### src/design/fdmc_pkg.sv
package fdmc_pkg;

  // item and state widths
  localparam int PIX_W     = 24;
  localparam int CHAN_W    = 8;
  localparam int CFG_W     = 11;
  localparam int SUM_W     = 32;
  localparam int COUNT_W   = 22;
  localparam int CENT_W    = 10;
  localparam int CFG_IDX_W = 2;

  localparam logic [COUNT_W-1:0] COUNT_MAX = {COUNT_W{1'b1}};
  localparam logic [CENT_W-1:0]  CENT_MAX  = {CENT_W{1'b1}};

  localparam int DEF_MAX_WIDTH  = 1024;
  localparam int DEF_MAX_HEIGHT = 1024;

  // register reset values
  localparam logic [CHAN_W-1:0] RST_THRESHOLD    = 8'd10;
  localparam logic              RST_UPDATE_REF   = 1'b1;
  localparam logic [CFG_W-1:0]  RST_FRAME_WIDTH  = 11'd640;
  localparam logic [CFG_W-1:0]  RST_FRAME_HEIGHT = 11'd480;

  typedef enum logic [CFG_IDX_W-1:0] {
    REG_THRESHOLD,
    REG_UPDATE_REF,
    REG_FRAME_WIDTH,
    REG_FRAME_HEIGHT
  } cfg_reg_t;

  typedef enum logic [1:0] {
    ST_IDLE,
    ST_COMPARE,
    ST_DIVIDE,
    ST_OUTPUT
  } state_t;

endpackage

### src/design/fdmc_div.sv
module fdmc_div (
  input  logic                         clk,
  input  logic                         rst,
  input  logic                         start,
  input  logic [fdmc_pkg::SUM_W-1:0]   dividend,
  input  logic [fdmc_pkg::COUNT_W-1:0] divisor,
  output logic                         done,
  output logic [fdmc_pkg::CENT_W-1:0]  quotient
);

  localparam int STEP_W = $clog2(fdmc_pkg::SUM_W);
  localparam logic [STEP_W-1:0] LAST_STEP = STEP_W'(fdmc_pkg::SUM_W - 1);

  logic                         busy;
  logic [STEP_W-1:0]            step;
  logic [fdmc_pkg::SUM_W-1:0]   quo;
  logic [fdmc_pkg::COUNT_W-1:0] rem;
  logic [fdmc_pkg::COUNT_W-1:0] den;
  logic [fdmc_pkg::COUNT_W:0]   trial;
  logic [fdmc_pkg::COUNT_W:0]   trial_sub;
  logic                         fits;

  // restoring division, one quotient bit per cycle
  always_comb begin
    trial     = {rem, quo[fdmc_pkg::SUM_W-1]};
    trial_sub = trial - {1'b0, den};
    fits      = (trial >= {1'b0, den});
  end

  always_ff @(posedge clk) begin
    if (rst) begin
      busy <= 1'b0;
      done <= 1'b0;
      step <= '0;
    end else if (start) begin
      busy <= 1'b1;
      done <= 1'b0;
      step <= '0;
    end else if (busy) begin
      step <= step + 1'b1;
      if (step == LAST_STEP) begin
        busy <= 1'b0;
        done <= 1'b1;
      end
    end
  end

  always_ff @(posedge clk) begin
    if (start) begin
      quo <= dividend;
      rem <= '0;
      den <= divisor;
    end else if (busy) begin
      quo <= {quo[fdmc_pkg::SUM_W-2:0], fits};
      rem <= fits ? trial_sub[fdmc_pkg::COUNT_W-1:0] : trial[fdmc_pkg::COUNT_W-1:0];
    end
  end

  // saturate to the centroid range
  assign quotient = (|quo[fdmc_pkg::SUM_W-1:fdmc_pkg::CENT_W]) ? fdmc_pkg::CENT_MAX
                                                                 : quo[fdmc_pkg::CENT_W-1:0];

endmodule

### config.mk
export PLATFORM = sky130hd
export DESIGN_NAME = fdmc_div
export DESIGN_NICKNAME = d
export VERILOG_FILES = /design/src/design/fdmc_pkg.sv /design/src/design/fdmc_div.sv
export SDC_FILE = /design/constraint.sdc
export NUM_CORES = 1
export LEC_CHECK = 0
export BUFFER_PORTS_ARGS = -buffer_cell sky130_fd_sc_hd__buf_2
export CAP_MARGIN = 20
export CORE_ASPECT_RATIO = 0.9
export CORE_UTILIZATION = 60
export CTS_CLUSTER_DIAMETER = 150
export CTS_CLUSTER_SIZE = 24
export DETAILED_ROUTE_END_ITERATION = 8
export PLACE_DENSITY = 0.83
export SETUP_SLACK_MARGIN = 0.05
export SKIP_CTS_REPAIR_TIMING = 1
export SYNTH_ARGS = -nofsm -noshare
export SYNTH_HDL_FRONTEND = slang
export SYNTH_SLANG_ARGS = --single-unit
### constraint.sdc
create_clock -name clk -period 5.5 [get_ports clk]
set_input_delay 0.275 -clock clk [delete_from_list [all_inputs] [get_ports clk]]
set_output_delay 0.275 -clock clk [all_outputs]
set_load 0.005 [all_outputs]
Word-level counts from Yosys, hierarchy flattened. Cells that the tools add are included.

Word-level logic and storage cells: 21. Bits in latches: 0. Bits in registers: 83. Memories: 0. ROM bits: 0. RAM bits: 0. Output and inout port bits: 11.

Equality and inequality tests: 1. Add/sub/neg operators: 2. Multiply operators: 0. Mux-type cells: 7. Reduce and logical (&&, ||, !) cells: 4. Bitwise operators: 0. Divide/modulo/power cells: 0. $lt $le $gt $ge: 1. Shifts and indexed selects: 0.

Operators with widths (number): $mux 32 (2); $ge 23x22->1 (1); $mux 22 (1); $reduce_or 22->1 (1); $sub 22x22->22 (1); $mux 10 (1); $add 5x1->5 const B (1); $eq 5x5->1 const B (1); $mux 1 (3); $reduce_and 2->1 (1); $reduce_bool 2->1 (1); $reduce_or 2->1 (1).

Longest topological paths before layout.
Word-level depth: 4. Mapped depth: 11.

Least setup slack after synthesis. No wires, ideal clock.

Path kind: register to register. From: register quo[31] (netlist bit). To: register rem[20] (netlist bit). Slack: 2.983 ns. Path buffers: 0. Clock period less this slack: 2.517 ns. Stages on the path, launching flop included: 12. Data required time: 5.378 ns. Arrival time: 2.395 ns. Path through: edfxtp_1 > inv_1 > ha_1 > inv_1 > fa_1 > a211oi_1 > o21ai_2 > o2111ai_1 > a311oi_2 > a311oi_1 > or4_1 > nand3_1.

Word-level cells in the longest chain between the ends: 2. Elaborated cells between the ends (all ways): 3. Classes of those cells: add/sub (1); order compare (1); mux (1).

Ends and longest elaborated chain: from (decl) (RTL line fdmc_div.sv:16) `logic [fdmc_pkg::SUM_W-1:0] quo;`; from (signal assigned) (RTL line fdmc_div.sv:50) `quo <= dividend;`; from (signal assigned) (RTL line fdmc_div.sv:54) `quo <= {quo[fdmc_pkg::SUM_W-2:0], fits};`; $sub 22x22->22 or $ge 23x22->1 (tied branches) (RTL line fdmc_div.sv:26, fdmc_div.sv:27); $mux 22 * (RTL line fdmc_div.sv:55) `rem <= fits ? trial_sub[fdmc_pkg::COUNT_W-1:0] : trial[fdmc_pkg::COUNT_W-1:0];`; to (signal assigned) (RTL line fdmc_div.sv:55); to (decl) (RTL line fdmc_div.sv:17) `logic [fdmc_pkg::COUNT_W-1:0] rem;`.

Mark *: on every way between the ends. The rest lies on a longest branch, timed or not. A chain may end at the register's enable or synchronous reset.

Worst setup path in the final report. Ends and elaborated chain as after synthesis.

==> run_summary.xml <==
<?xml version="1.0" encoding="UTF-8"?>
<metrics>
  <group name="layout">
    <metric name="syn_to_final_growth" unit="%">12.2</metric>
    <metric name="final_design_area_no_fill" unit="sq mm">0.00525</metric>
    <metric name="nets" unit="">566</metric>
    <metric name="drive_above_1_share" unit="%">27.8</metric>
    <metric name="most-common-layout-cells" unit="">buf_2 (67), edfxtp_1 (54), mux2_2 (32)</metric>
    <metric name="most_common_cell_after_layout_fill_and_taps_aside" unit="">buf_2</metric>
    <metric name="n_antenna_cell" unit="">0</metric>
    <metric name="nFillCells" unit="">551</metric>
    <metric name="post-route-util" unit="%">69.6</metric>
  </group>
  <group name="floorplan">
    <metric name="dieHeight" unit="microns">85.8</metric>
    <metric name="initial_utilization" unit="%">62.0</metric>
    <metric name="placementRows" unit="">30</metric>
    <metric name="die_w" unit="microns">95.1</metric>
    <metric name="fp.dieArea" unit="sq mm">0.00816</metric>
    <metric name="core" unit="sq mm">0.00754</metric>
    <metric name="design.portCount" unit="">68</metric>
  </group>
  <group name="status">
    <metric name="run_status" unit="">finished clean</metric>
  </group>
  <group name="worst_setup_path">
    <metric name="cp_data_arrival_time" unit="ps">3240</metric>
    <metric name="cpLargestDelayFamily" unit="">compound AO/OA/AOI/OAI gates</metric>
    <metric name="timing.critical_path.from_type" unit="">flip-flop</metric>
    <metric name="cp_slowest_stage_delay" unit="ps">420</metric>
    <metric name="reg2reg_setup_slack" unit="ps">2500</metric>
    <metric name="crit_top_cell" unit="">inv_1</metric>
    <metric name="critical_path_buf_inv_count" unit="">2</metric>
    <metric name="endpoint_kind" unit="">flip-flop</metric>
    <metric name="crit_chain" unit="">inv_1 &gt; ha_1 &gt; inv_1 &gt; fa_1 &gt; a211oi_1 &gt; o21ai_2 &gt; o2111ai_1 &gt; a311oi_2 &gt; a311oi_1 &gt; or4_1 &gt; nand3_1</metric>
    <metric name="worstSetupPathType" unit="">reg -&gt; reg</metric>
    <metric name="critical_path_required" unit="ps">5740</metric>
    <metric name="maximum_fanout_along_the_worst_path" unit="">4</metric>
    <metric name="timing.critical_path.slowest_stage_cell" unit="">edfxtp_1</metric>
  </group>
  <group name="placement">
    <metric name="place.gp.congestion" unit="">0.839</metric>
    <metric name="place_area" unit="sq mm">0.00502</metric>
    <metric name="io_buffer_count" unit="">67</metric>
    <metric name="place_hpwl" unit="microns">6490</metric>
    <metric name="dp_slack" unit="ps">2570</metric>
  </group>
  <group name="yosys">
    <metric name="main_combinational_cell_family_by_area_after_synthesis" unit="">compound AO/OA/AOI/OAI gates</metric>
    <metric name="synth_edf_count" unit="">54</metric>
    <metric name="synth.top_cells.by_area" unit="">edfxtp_1 (35%), dfxtp_1 (12%), mux2_2 (7.7%)</metric>
    <metric name="postSynth.asyncResetShare" unit="%">0</metric>
    <metric name="ys_seq_elements" unit="">83</metric>
    <metric name="syn-instance-count" unit="">418</metric>
    <metric name="synth.largest_area_cell" unit="">edfxtp_1</metric>
    <metric name="avgSynthCellArea" unit="sq um">11.2</metric>
    <metric name="synthesis.yosys.warnings" unit="">0</metric>
    <metric name="seq_area_frac_synth" unit="%">47.1</metric>
    <metric name="synth_compound_area_share" unit="%">15.0</metric>
    <metric name="netlist-cell-type-count" unit="">66</metric>
    <metric name="synth.area.mux_share" unit="%">11.1</metric>
    <metric name="synth_top_flop_cell" unit="">edfxtp_1</metric>
    <metric name="post_synth_and_or_nand_nor_area_fraction" unit="%">11.9</metric>
    <metric name="synthesis.nets" unit="">500</metric>
    <metric name="yosysTopAreaCellShare" unit="%">34.7</metric>
    <metric name="post_synth_xor_area_fraction" unit="%">2.81</metric>
    <metric name="post_synth_fa_ha_maj_area_fraction" unit="%">6.84</metric>
    <metric name="synth.cell_area" unit="sq mm">0.00468</metric>
  </group>
  <group name="timing">
    <metric name="final.hold.worst_slack" unit="ps">75.5</metric>
    <metric name="report.final.setup_viol" unit="">0</metric>
    <metric name="final-hold-violation-count" unit="">0</metric>
    <metric name="maxSlewViolCount" unit="">0</metric>
    <metric name="worst_pin_slew" unit="ps">960</metric>
    <metric name="worst_clock_skew" unit="ps">6.94</metric>
    <metric name="max_slew_margin" unit="%">36.0</metric>
    <metric name="crit_path_setup_slack_layout" unit="ps">2500</metric>
    <metric name="grt_setup_unrepaired" unit="">no</metric>
    <metric name="fmaxAchievable" unit="MHz">334</metric>
    <metric name="totalNegativeSetupSlack" unit="ps">0</metric>
    <metric name="layout_min_cycle_time" unit="ps">3000</metric>
    <metric name="layout_worst_path_cycle_share" unit="%">54.5</metric>
  </group>
  <group name="global_route">
    <metric name="global_route.overflow_total" unit="">0</metric>
    <metric name="pin_count_of_the_biggest_net_entering_global_routing" unit="">79</metric>
    <metric name="first_global_vias" unit="">3250</metric>
    <metric name="antenna_found_initial" unit="">0</metric>
    <metric name="track_usage" unit="%">24.2</metric>
    <metric name="grt_first_pass_wirelength" unit="microns">15100</metric>
  </group>
  <group name="clock_tree">
    <metric name="cts.sinks" unit="">83</metric>
    <metric name="cts-buffers-inserted" unit="">9</metric>
    <metric name="cts.path.max_buffers" unit="">2</metric>
    <metric name="cts_tree" unit="">done</metric>
    <metric name="worstSkewPairLatency" unit="ps">360</metric>
    <metric name="cts_root_buf" unit="">clkbuf_8</metric>
    <metric name="h-tree-depth" unit="">3</metric>
    <metric name="cts.clk_slew.worst_paths" unit="ps">80</metric>
  </group>
  <group name="route">
    <metric name="drt_iter0_drc" unit="">221</metric>
    <metric name="routed_via_density" unit="">5.88</metric>
    <metric name="num_vias" unit="">3438</metric>
    <metric name="drt-wirelength-per-cell" unit="microns">16.1</metric>
    <metric name="detail-route-antenna-nets" unit="">0</metric>
    <metric name="detailedRoute.firstPassIterationCount" unit="">5</metric>
    <metric name="remaining_drc_errors" unit="">0</metric>
    <metric name="finalWirelength" unit="microns">9440</metric>
  </group>
  <group name="power">
    <metric name="worst_ir_drop_vdd" unit="mV">0.167</metric>
    <metric name="p_leak" unit="nW">2.12</metric>
    <metric name="power_density_relative_to_cell_area" unit="mW/mm^2">286</metric>
  </group>
  <group name="run">
    <metric name="cap_violations" unit="">0</metric>
  </group>
  <group name="worst_hold_path">
    <metric name="hold_class" unit="">in -&gt; reg</metric>
  </group>
</metrics>
-- metrics by stage --
step           instances  power (W)
6_report             585    0.00150
5_1_grt              585    0.00156
4_1_cts              584    0.00150
3_5_place_dp         568    0.00106
3_3_place_gp         568    0.00104
2_1_floorplan        418   0.000987
-- worst paths after layout --
check             to     from  depth (start not counted)
max          rem[20]  quo[31]                         11
min reg2reg   rem[2]   rem[2]                          2
min             busy      rst                          2
max reg2reg  rem[20]  quo[31]                         11
-- state kept, by name (all words and copies together) (netlist names) --
register  cells
quo          32
step          5
done          1
rem          22
den          22
busy          1
-- synthesized netlist by cell type (4+ instances only) --
cell type	instances
edfxtp_1	54
a21o_1	4
o21ai_0	11
a211oi_1	16
a21oi_1	18
nor2_1	31
nor3_1	5
xnor2_1	7
inv_1	30
clkbuf_1	7
mux2_2	32
nand3_1	5
mux2i_1	15
o211ai_1	4
nand4_1	5
a31oi_1	5
ha_1	24
nand2b_1	13
dfxtp_1	29
o21a_1	4
xor2_1	8
nand2_1	17
nor4_1	5
clkbuf_8	5
nor2b_1	4
-- cell type report --
cell class                      count  area [sq um]  area share [%]
Clock buffer                       10           138            2.62
Timing Repair Buffer               71           385            7.34
Clock inverter                      6          62.6            1.19
Sequential cell                    83          2200            41.9
Inverter                           30           113            2.14
Tap cell                           96           120            2.29
Multi-Input combinational cell    289          2230            42.5
-- power breakdown --
part	internal (W)	leakage, nW	switching (W)
sequential	0.000723	0.775	0.0000277
combinational	0.000138	1.23	0.000164
clock	0.000222	0.106	0.000227
total	0.00108	2.12	0.000419
-- routing by layer --
layer	GRT usage [%]	vias up	share of wire [%]
li1	-	1696	-
met1	32.3	1630	46
met2	39.4	101	48
met3	5.50	11	4.8
met4	7.30	0	1.2
met5	0	-	0
-- logic make-up (layout without fill, tap and decap cells) --
logic type                 Yosys count  in the layout
adders and majority gates           25             25
AOI/OAI and AO/OA                   95             95
xor gates and xnor gates            15             15
muxes                               48             48
DFF                                 83             83
buffers and inverters               46            117
and+or+nand+nor                    106            106
Note: power is estimated with default switching activity, not from simulation.
